File: config.mk
export PLATFORM = sky130hd
export DESIGN_NAME = frs_ctrl
export DESIGN_NICKNAME = d
export VERILOG_FILES = /design/src/hw/rtl/frs_pkg.sv /design/src/hw/rtl/frs_ctrl.sv
export SDC_FILE = /design/constraint.sdc
export NUM_CORES = 1
export LEC_CHECK = 0
export ABC_AREA = 1
export BUFFER_PORTS_ARGS = -buffer_cell sky130_fd_sc_hd__buf_4
export CELL_PAD_IN_SITES_DETAIL_PLACEMENT = 2
export CELL_PAD_IN_SITES_GLOBAL_PLACEMENT = 2
export CORE_MARGIN = 10
export CORE_UTILIZATION = 28
export CTS_CLUSTER_SIZE = 28
export DETAILED_ROUTE_END_ITERATION = 6
export GPL_TIMING_DRIVEN = 0
export PLACE_DENSITY_LB_ADDON = 0.1
export SLEW_MARGIN = 30
export SYNTH_ARGS = -nofsm -noshare
export SYNTH_HDL_FRONTEND = slang
export SYNTH_SLANG_ARGS = --single-unit
File: constraint.sdc
create_clock -name clk -period 3.1 [get_ports clk]
set_clock_uncertainty 0.2 [all_clocks]
set_input_delay 0 -clock clk [delete_from_list [all_inputs] [get_ports clk]]
set_output_delay 0 -clock clk [all_outputs]
set_load 0.01 [all_outputs]
File: src/hw/rtl/frs_pkg.sv
// ----------------------------------------------------------------------------
// frs_pkg
// Shared constants, codes and controller/datapath interface types for the
// FIRE relaxation step unit.
// ----------------------------------------------------------------------------
`default_nettype none

package frs_pkg;

  localparam int NODES     = 64;
  localparam int ADDR_W    = $clog2(NODES);
  localparam int CNT_W     = $clog2(NODES + 1);
  localparam int IDX_W     = 6;
  localparam int CFG_W     = 24;
  localparam int CFG_IDX_W = 3;

  localparam logic [23:0] DT_START_RST    = 24'd655;
  localparam logic [23:0] DT_MAX_RST      = 24'd6554;
  localparam logic [15:0] GROW_RST        = 16'd18022;
  localparam logic [15:0] SHRINK_RST      = 16'd8192;
  localparam logic [15:0] ALPHA_START_RST = 16'd6554;
  localparam logic [15:0] ALPHA_DECAY_RST = 16'd16220;
  localparam logic [7:0]  MIN_POS_RST     = 8'd5;
  localparam logic        MIX_MODE_RST    = 1'b0;

  typedef enum logic [1:0] {
    CMD_LOAD    = 2'd0,
    CMD_STEP    = 2'd1,
    CMD_RESTART = 2'd2,
    CMD_UNUSED  = 2'd3
  } cmd_code_t;

  typedef enum logic [2:0] {
    REG_DT_START    = 3'd0,
    REG_DT_MAX      = 3'd1,
    REG_GROW        = 3'd2,
    REG_SHRINK      = 3'd3,
    REG_ALPHA_START = 3'd4,
    REG_ALPHA_DECAY = 3'd5,
    REG_MIN_POS     = 3'd6,
    REG_MIX_MODE    = 3'd7
  } cfg_reg_t;

  typedef enum logic [20:0] {
    S_IDLE   = 21'd1 << 0,
    S_ACC1   = 21'd1 << 1,
    S_ACC2   = 21'd1 << 2,
    S_ACC3   = 21'd1 << 3,
    S_RULE   = 21'd1 << 4,
    S_GROOT  = 21'd1 << 5,
    S_NREAD  = 21'd1 << 6,
    S_NLOAD  = 21'd1 << 7,
    S_NSQ    = 21'd1 << 8,
    S_NSQSUM = 21'd1 << 9,
    S_NSQCHK = 21'd1 << 10,
    S_NROOT  = 21'd1 << 11,
    S_MIXA   = 21'd1 << 12,
    S_MIXB   = 21'd1 << 13,
    S_MIXC   = 21'd1 << 14,
    S_INT1   = 21'd1 << 15,
    S_INT2   = 21'd1 << 16,
    S_INT3   = 21'd1 << 17,
    S_INT4   = 21'd1 << 18,
    S_NWRITE = 21'd1 << 19,
    S_FIN    = 21'd1 << 20
  } ctrl_state_t;

  typedef enum logic [3:0] {
    R_IDLE = 4'b0001,
    R_DIV  = 4'b0010,
    R_SQRT = 4'b0100,
    R_DONE = 4'b1000
  } root_state_t;

  typedef struct packed {
    logic load_wr;
    logic step_wr;
    logic restart;
    logic clr_sums;
    logic acc_mul;
    logic acc_add1;
    logic acc_add2;
    logic rule;
    logic g_start;
    logic g_take;
    logic use_k;
    logic node_cap;
    logic sq_mul;
    logic sq_add;
    logic ratio_clr;
    logic n_start;
    logic n_take;
    logic mix_a;
    logic mix_b;
    logic mix_c;
    logic int1;
    logic int2;
    logic int3;
    logic int4;
    logic node_write;
  } dp_cmd_t;

  typedef struct packed {
    logic full;
    logic cnt_zero;
    logic pos_now;
    logic pos;
    logic fsq_zero;
    logic mode;
    logic fs_zero;
    logic root_done;
    logic k_last;
  } dp_status_t;

endpackage

`default_nettype wire

File: src/hw/rtl/frs_ctrl.sv
// ----------------------------------------------------------------------------
// frs_ctrl
// Sequencer for request intake, accumulation, the FIRE rule and the
// node-by-node update pass.
// ----------------------------------------------------------------------------
`default_nettype none

module frs_ctrl (
  input  wire logic                clk,
  input  wire logic                rst_n,
  input  wire logic                start,
  input  wire logic [1:0]          in_command,
  input  wire logic                in_last_node,
  input  wire frs_pkg::dp_status_t status,
  output frs_pkg::dp_cmd_t         cmd,
  output logic                     busy,
  output logic                     out_valid
);

  frs_pkg::ctrl_state_t state_r, state_nxt;
  logic                 last_r, last_nxt;

  always_comb begin
    cmd       = '0;
    state_nxt = state_r;
    last_nxt  = last_r;
    unique case (state_r)
      frs_pkg::S_IDLE: begin
        if (start) begin
          last_nxt = in_last_node;
          unique case (frs_pkg::cmd_code_t'(in_command))
            frs_pkg::CMD_LOAD: begin
              cmd.load_wr  = !status.full;
              cmd.clr_sums = in_last_node;
            end
            frs_pkg::CMD_STEP: begin
              if (!status.full) begin
                cmd.step_wr = 1'b1;
                state_nxt   = frs_pkg::S_ACC1;
              end else if (in_last_node) begin
                state_nxt = frs_pkg::S_RULE;
              end
            end
            frs_pkg::CMD_RESTART: cmd.restart = 1'b1;
            frs_pkg::CMD_UNUSED: ;
          endcase
        end
      end
      frs_pkg::S_ACC1: begin
        cmd.acc_mul = 1'b1;
        state_nxt   = frs_pkg::S_ACC2;
      end
      frs_pkg::S_ACC2: begin
        cmd.acc_add1 = 1'b1;
        state_nxt    = frs_pkg::S_ACC3;
      end
      frs_pkg::S_ACC3: begin
        cmd.acc_add2 = 1'b1;
        state_nxt    = last_r ? frs_pkg::S_RULE : frs_pkg::S_IDLE;
      end
      frs_pkg::S_RULE: begin
        cmd.rule = 1'b1;
        if (status.pos_now && !status.fsq_zero && !status.mode) begin
          cmd.g_start = 1'b1;
          state_nxt   = frs_pkg::S_GROOT;
        end else begin
          state_nxt = status.cnt_zero ? frs_pkg::S_FIN : frs_pkg::S_NREAD;
        end
      end
      frs_pkg::S_GROOT: begin
        if (status.root_done) begin
          cmd.g_take = 1'b1;
          state_nxt  = status.cnt_zero ? frs_pkg::S_FIN : frs_pkg::S_NREAD;
        end
      end
      frs_pkg::S_NREAD: begin
        cmd.use_k = 1'b1;
        state_nxt = frs_pkg::S_NLOAD;
      end
      frs_pkg::S_NLOAD: begin
        cmd.node_cap = 1'b1;
        priority if (!status.pos) begin
          state_nxt = frs_pkg::S_INT1;
        end else if (status.mode) begin
          state_nxt = frs_pkg::S_NSQ;
        end else begin
          state_nxt = frs_pkg::S_MIXA;
        end
      end
      frs_pkg::S_NSQ: begin
        cmd.sq_mul = 1'b1;
        state_nxt  = frs_pkg::S_NSQSUM;
      end
      frs_pkg::S_NSQSUM: begin
        cmd.sq_add = 1'b1;
        state_nxt  = frs_pkg::S_NSQCHK;
      end
      frs_pkg::S_NSQCHK: begin
        if (status.fs_zero) begin
          cmd.ratio_clr = 1'b1;
          state_nxt     = frs_pkg::S_MIXA;
        end else begin
          cmd.n_start = 1'b1;
          state_nxt   = frs_pkg::S_NROOT;
        end
      end
      frs_pkg::S_NROOT: begin
        if (status.root_done) begin
          cmd.n_take = 1'b1;
          state_nxt  = frs_pkg::S_MIXA;
        end
      end
      frs_pkg::S_MIXA: begin
        cmd.mix_a = 1'b1;
        state_nxt = frs_pkg::S_MIXB;
      end
      frs_pkg::S_MIXB: begin
        cmd.mix_b = 1'b1;
        state_nxt = frs_pkg::S_MIXC;
      end
      frs_pkg::S_MIXC: begin
        cmd.mix_c = 1'b1;
        state_nxt = frs_pkg::S_INT1;
      end
      frs_pkg::S_INT1: begin
        cmd.int1  = 1'b1;
        state_nxt = frs_pkg::S_INT2;
      end
      frs_pkg::S_INT2: begin
        cmd.int2  = 1'b1;
        state_nxt = status.mode ? frs_pkg::S_NWRITE : frs_pkg::S_INT3;
      end
      frs_pkg::S_INT3: begin
        cmd.int3  = 1'b1;
        state_nxt = frs_pkg::S_INT4;
      end
      frs_pkg::S_INT4: begin
        cmd.int4  = 1'b1;
        state_nxt = frs_pkg::S_NWRITE;
      end
      frs_pkg::S_NWRITE: begin
        cmd.use_k      = 1'b1;
        cmd.node_write = 1'b1;
        state_nxt      = status.k_last ? frs_pkg::S_FIN : frs_pkg::S_NREAD;
      end
      frs_pkg::S_FIN: begin
        cmd.clr_sums = 1'b1;
        state_nxt    = frs_pkg::S_IDLE;
      end
      default: begin
        state_nxt = frs_pkg::S_IDLE;
      end
    endcase
  end

  always_ff @(posedge clk) begin
    if (!rst_n) begin
      state_r <= frs_pkg::S_IDLE;
      last_r  <= 1'b0;
    end else begin
      state_r <= state_nxt;
      last_r  <= last_nxt;
    end
  end

  assign busy      = (state_r != frs_pkg::S_IDLE);
  assign out_valid = (state_r == frs_pkg::S_NWRITE);

endmodule

`default_nettype wire

==> results.toml <==
[global_routing]
grt_pass1_vias = 2030
grt_pass1_wl_mm = 10.18
grt_overflow = 0
global_route.usage.met3 = 0.02958
grt_usage = 0.1422
grt_max_degree = 12
grt.busiest_layer = "met2"
grtUsageMet1 = 0.1661
grt_use_met2 = 0.2598
antenna_found_initial = 0

[drt]
routed_via_density = 4.821
wirelength_mm = 5.989
vias = 1803
firstDrtPassIters = 4
wl_per_cell_um = 16.01
drc_errors = 0
drt_iter0_markers = 75
ant_nets = 0

[pwr]
switchingPower_w = 0.0005249
leakagePower_nw = 1.102
swShare = 0.4648
pwr-share-seq = 0.289
pwr-share-clk = 0.165
p_comb_frac = 0.546
intPower_w = 0.0006044
p_per_area_nw_per_um2 = 542.7
peakVddDrop_mv = 0.4167

[synth]
synth_top_area_cell = "dfxtp_1"
ys_warn_count = 0
synthTopCellsByArea = "dfxtp_1, inv_1, nand2_1"
synth.avg_cell_area_um2 = 6.145
synth_top_cells_by_count = "inv_1, nand2_1, nor2_1"
postSynthCellCount = 248
yosysUniqueCellTypes = 28
synth_most_common_cell = "inv_1"
syn-num-nets = 263
synth_top_area_share = 0.2890
synth_seq_cells = 22
syn_area_um2 = 1524
synth_ff_type = "dfxtp_1"
synth-async-reset-ratio = 0
ys_seq_area_frac = 0.2890
synth-edff-count = 0

[status]
status = "complete, no violations"

[clock_tree]
cts-root-buf = "clkbuf_8"
hold_buffers = 12
post_cts_buffers = 0
clock_latency_ns = 0.27
cts_max_level = 1
path_clk_slew_ns = 0.09
cts_resized = 0
cts.sinks = 22
cts_buffers = 3
cts_buffer_depth = 2
cts_tree = "built"

[sta]
setup_viol = 0
tightest_slew_ns = 0.5945
rsz0062_at_grt = "no"
hold_viol = 0
hold_slack_ns = 0.04351
fin_crit_sh = 0.8187
max_freq_mhz = 394.0
maxSlewViolCount = 0
fin_crit_ns = 2.538
max_slew_margin = 0.6036
setup_tns_ns = 0

[floorplan]
dieArea_um2 = 8794
pin_count = 42
die_w_um = 93.78
die-height_um = 93.78
start_util = 0.2928
rows = 26
core_um2 = 5205

[worst_setup_path]
critPathCaptureType = "register"
cp_max_fo = 10
required_ns = 3.06
r2r_setup_slack_ns = 0.56
startpoint_type = "register"
critical_path_class = "reg2reg"
arrival_ns = 2.50

[final_layout]
fin_nets = 321
final_layout_size_suffix_gt1_frac = 0.2368
area_delta_synth_final_pct = 36.54
stdcell_area_um2 = 2081
num_antenna_cells = 0

[flow_run]
maxCapViolations = 0

[place]
hpwl_mm = 4.794
gp_congestion = 0.7758
placed_area_um2 = 1919
io_buffers = 41

[min_path]
hold_class = "in2reg"
placed cells by master (no fill, tap or decap):
cell type / count
a211oi_1: 3
nand2_2: 5
nand3_1: 28
nor3_1: 17
nor2_4: 3
a21boi_0: 1
nand3b_1: 1
inv_1: 44
inv_2: 3
dlygate4sd3_1: 12
nor4_1: 4
nor2_1: 41
nor2_8: 2
clkbuf_8: 3
buf_6: 1
nor2_2: 8
clkinv_1: 1
buf_4: 42
nand4_1: 4
clkbuf_1: 1
o21ai_0: 3
o21bai_1: 1
dfxtp_1: 22
nand3_2: 2
a21oi_1: 5
nand2_4: 1
buf_2: 1
o31ai_1: 1
or2_2: 1
nand2_1: 43
state kept, by name (all words and copies together), names as in the netlist:
register  cells
last_r        1
state_r      21
final cells by class:
class,instances,area [um^2]
fillers,664,3124
multi-input cells,174,875.8
flip-flops and latches,22,440.4
repair buffers,53,427.9
inverters,48,180.2
well taps,70,87.58
clock buffers,3,41.29
plain buffers,4,27.53
power by group through the flow:
| stage | sequential [W] | clock, W | combinational (W) |
|---|---|---|---|
| finish | 0.000326 | 0.000186 | 0.000617 |
| global route | 0.000331 | 0.000204 | 0.000694 |
| CTS | 0.000326 | 0.000194 | 0.000622 |
| detailed placement | 0.000333 | 0 | 0.000597 |
| global placement | 0.000332 | 0 | 0.000584 |
| floorplan | 0.000329 | 0 | 0.000418 |
routing by layer:
metal | wire length [um] | up-vias
met5 | 0 | -
met4 | 40 | 0
met3 | 281 | 4
met2 | 3053 | 34
met1 | 2613 | 868
li1 | - | 897
logic make-up (layout without fill, tap and decap cells):
kind of cell / Yosys count / in the layout / synth area share
and+or+nand+nor: 160 / 160 / 0.5189
buffers and inverters: 52 / 108 / 0.1363
DFF: 22 / 22 / 0.2890
AOI/OAI and AO/OA: 14 / 14 / 0.05583
critical path, stage by stage (launching register included):
cell and delay [ns]:
dfxtp_1 0.33, nor2_1 0.24, nand2_2 0.16, nor2_4 0.19, nand3_1 0.16, nand2_1 0.13, nand2_1 0.07, nand3_2 0.07
buf_6 0.16, nand2_1 0.08, nand2_1 0.07, nor2_1 0.04, dlygate4sd3_1 0.55
stage by stage:
stage           power, W  setup WS (ns)    util  instances
2_1_floorplan  0.0007466          1.414       -        248
3_5_place_dp   0.0009300          1.052  0.3688        359
3_3_place_gp   0.0009161          1.065  0.3688        359
6_report        0.001129         0.5621  0.3998        374
5_1_grt         0.001228         0.3288  0.3998        374
4_1_cts         0.001142         0.5672  0.3998        374
worst paths after layout:
| kind | cells after the start | endpoint | from |
|---|---|---|---|
| min | 5 | state_r[5]$_SDFFE_PN0P_ | status[4] |
| max | 12 | state_r[11]$_SDFFE_PN0P_ | state_r[2]$_SDFFE_PN0P_ |
| max reg2reg | 12 | state_r[11]$_SDFFE_PN0P_ | state_r[2]$_SDFFE_PN0P_ |
| min reg2reg | 2 | state_r[4]$_SDFFE_PN0P_ | last_r$_SDFFE_PN0P_ |
No activity file was read; power rests on OpenSTA's default activity.
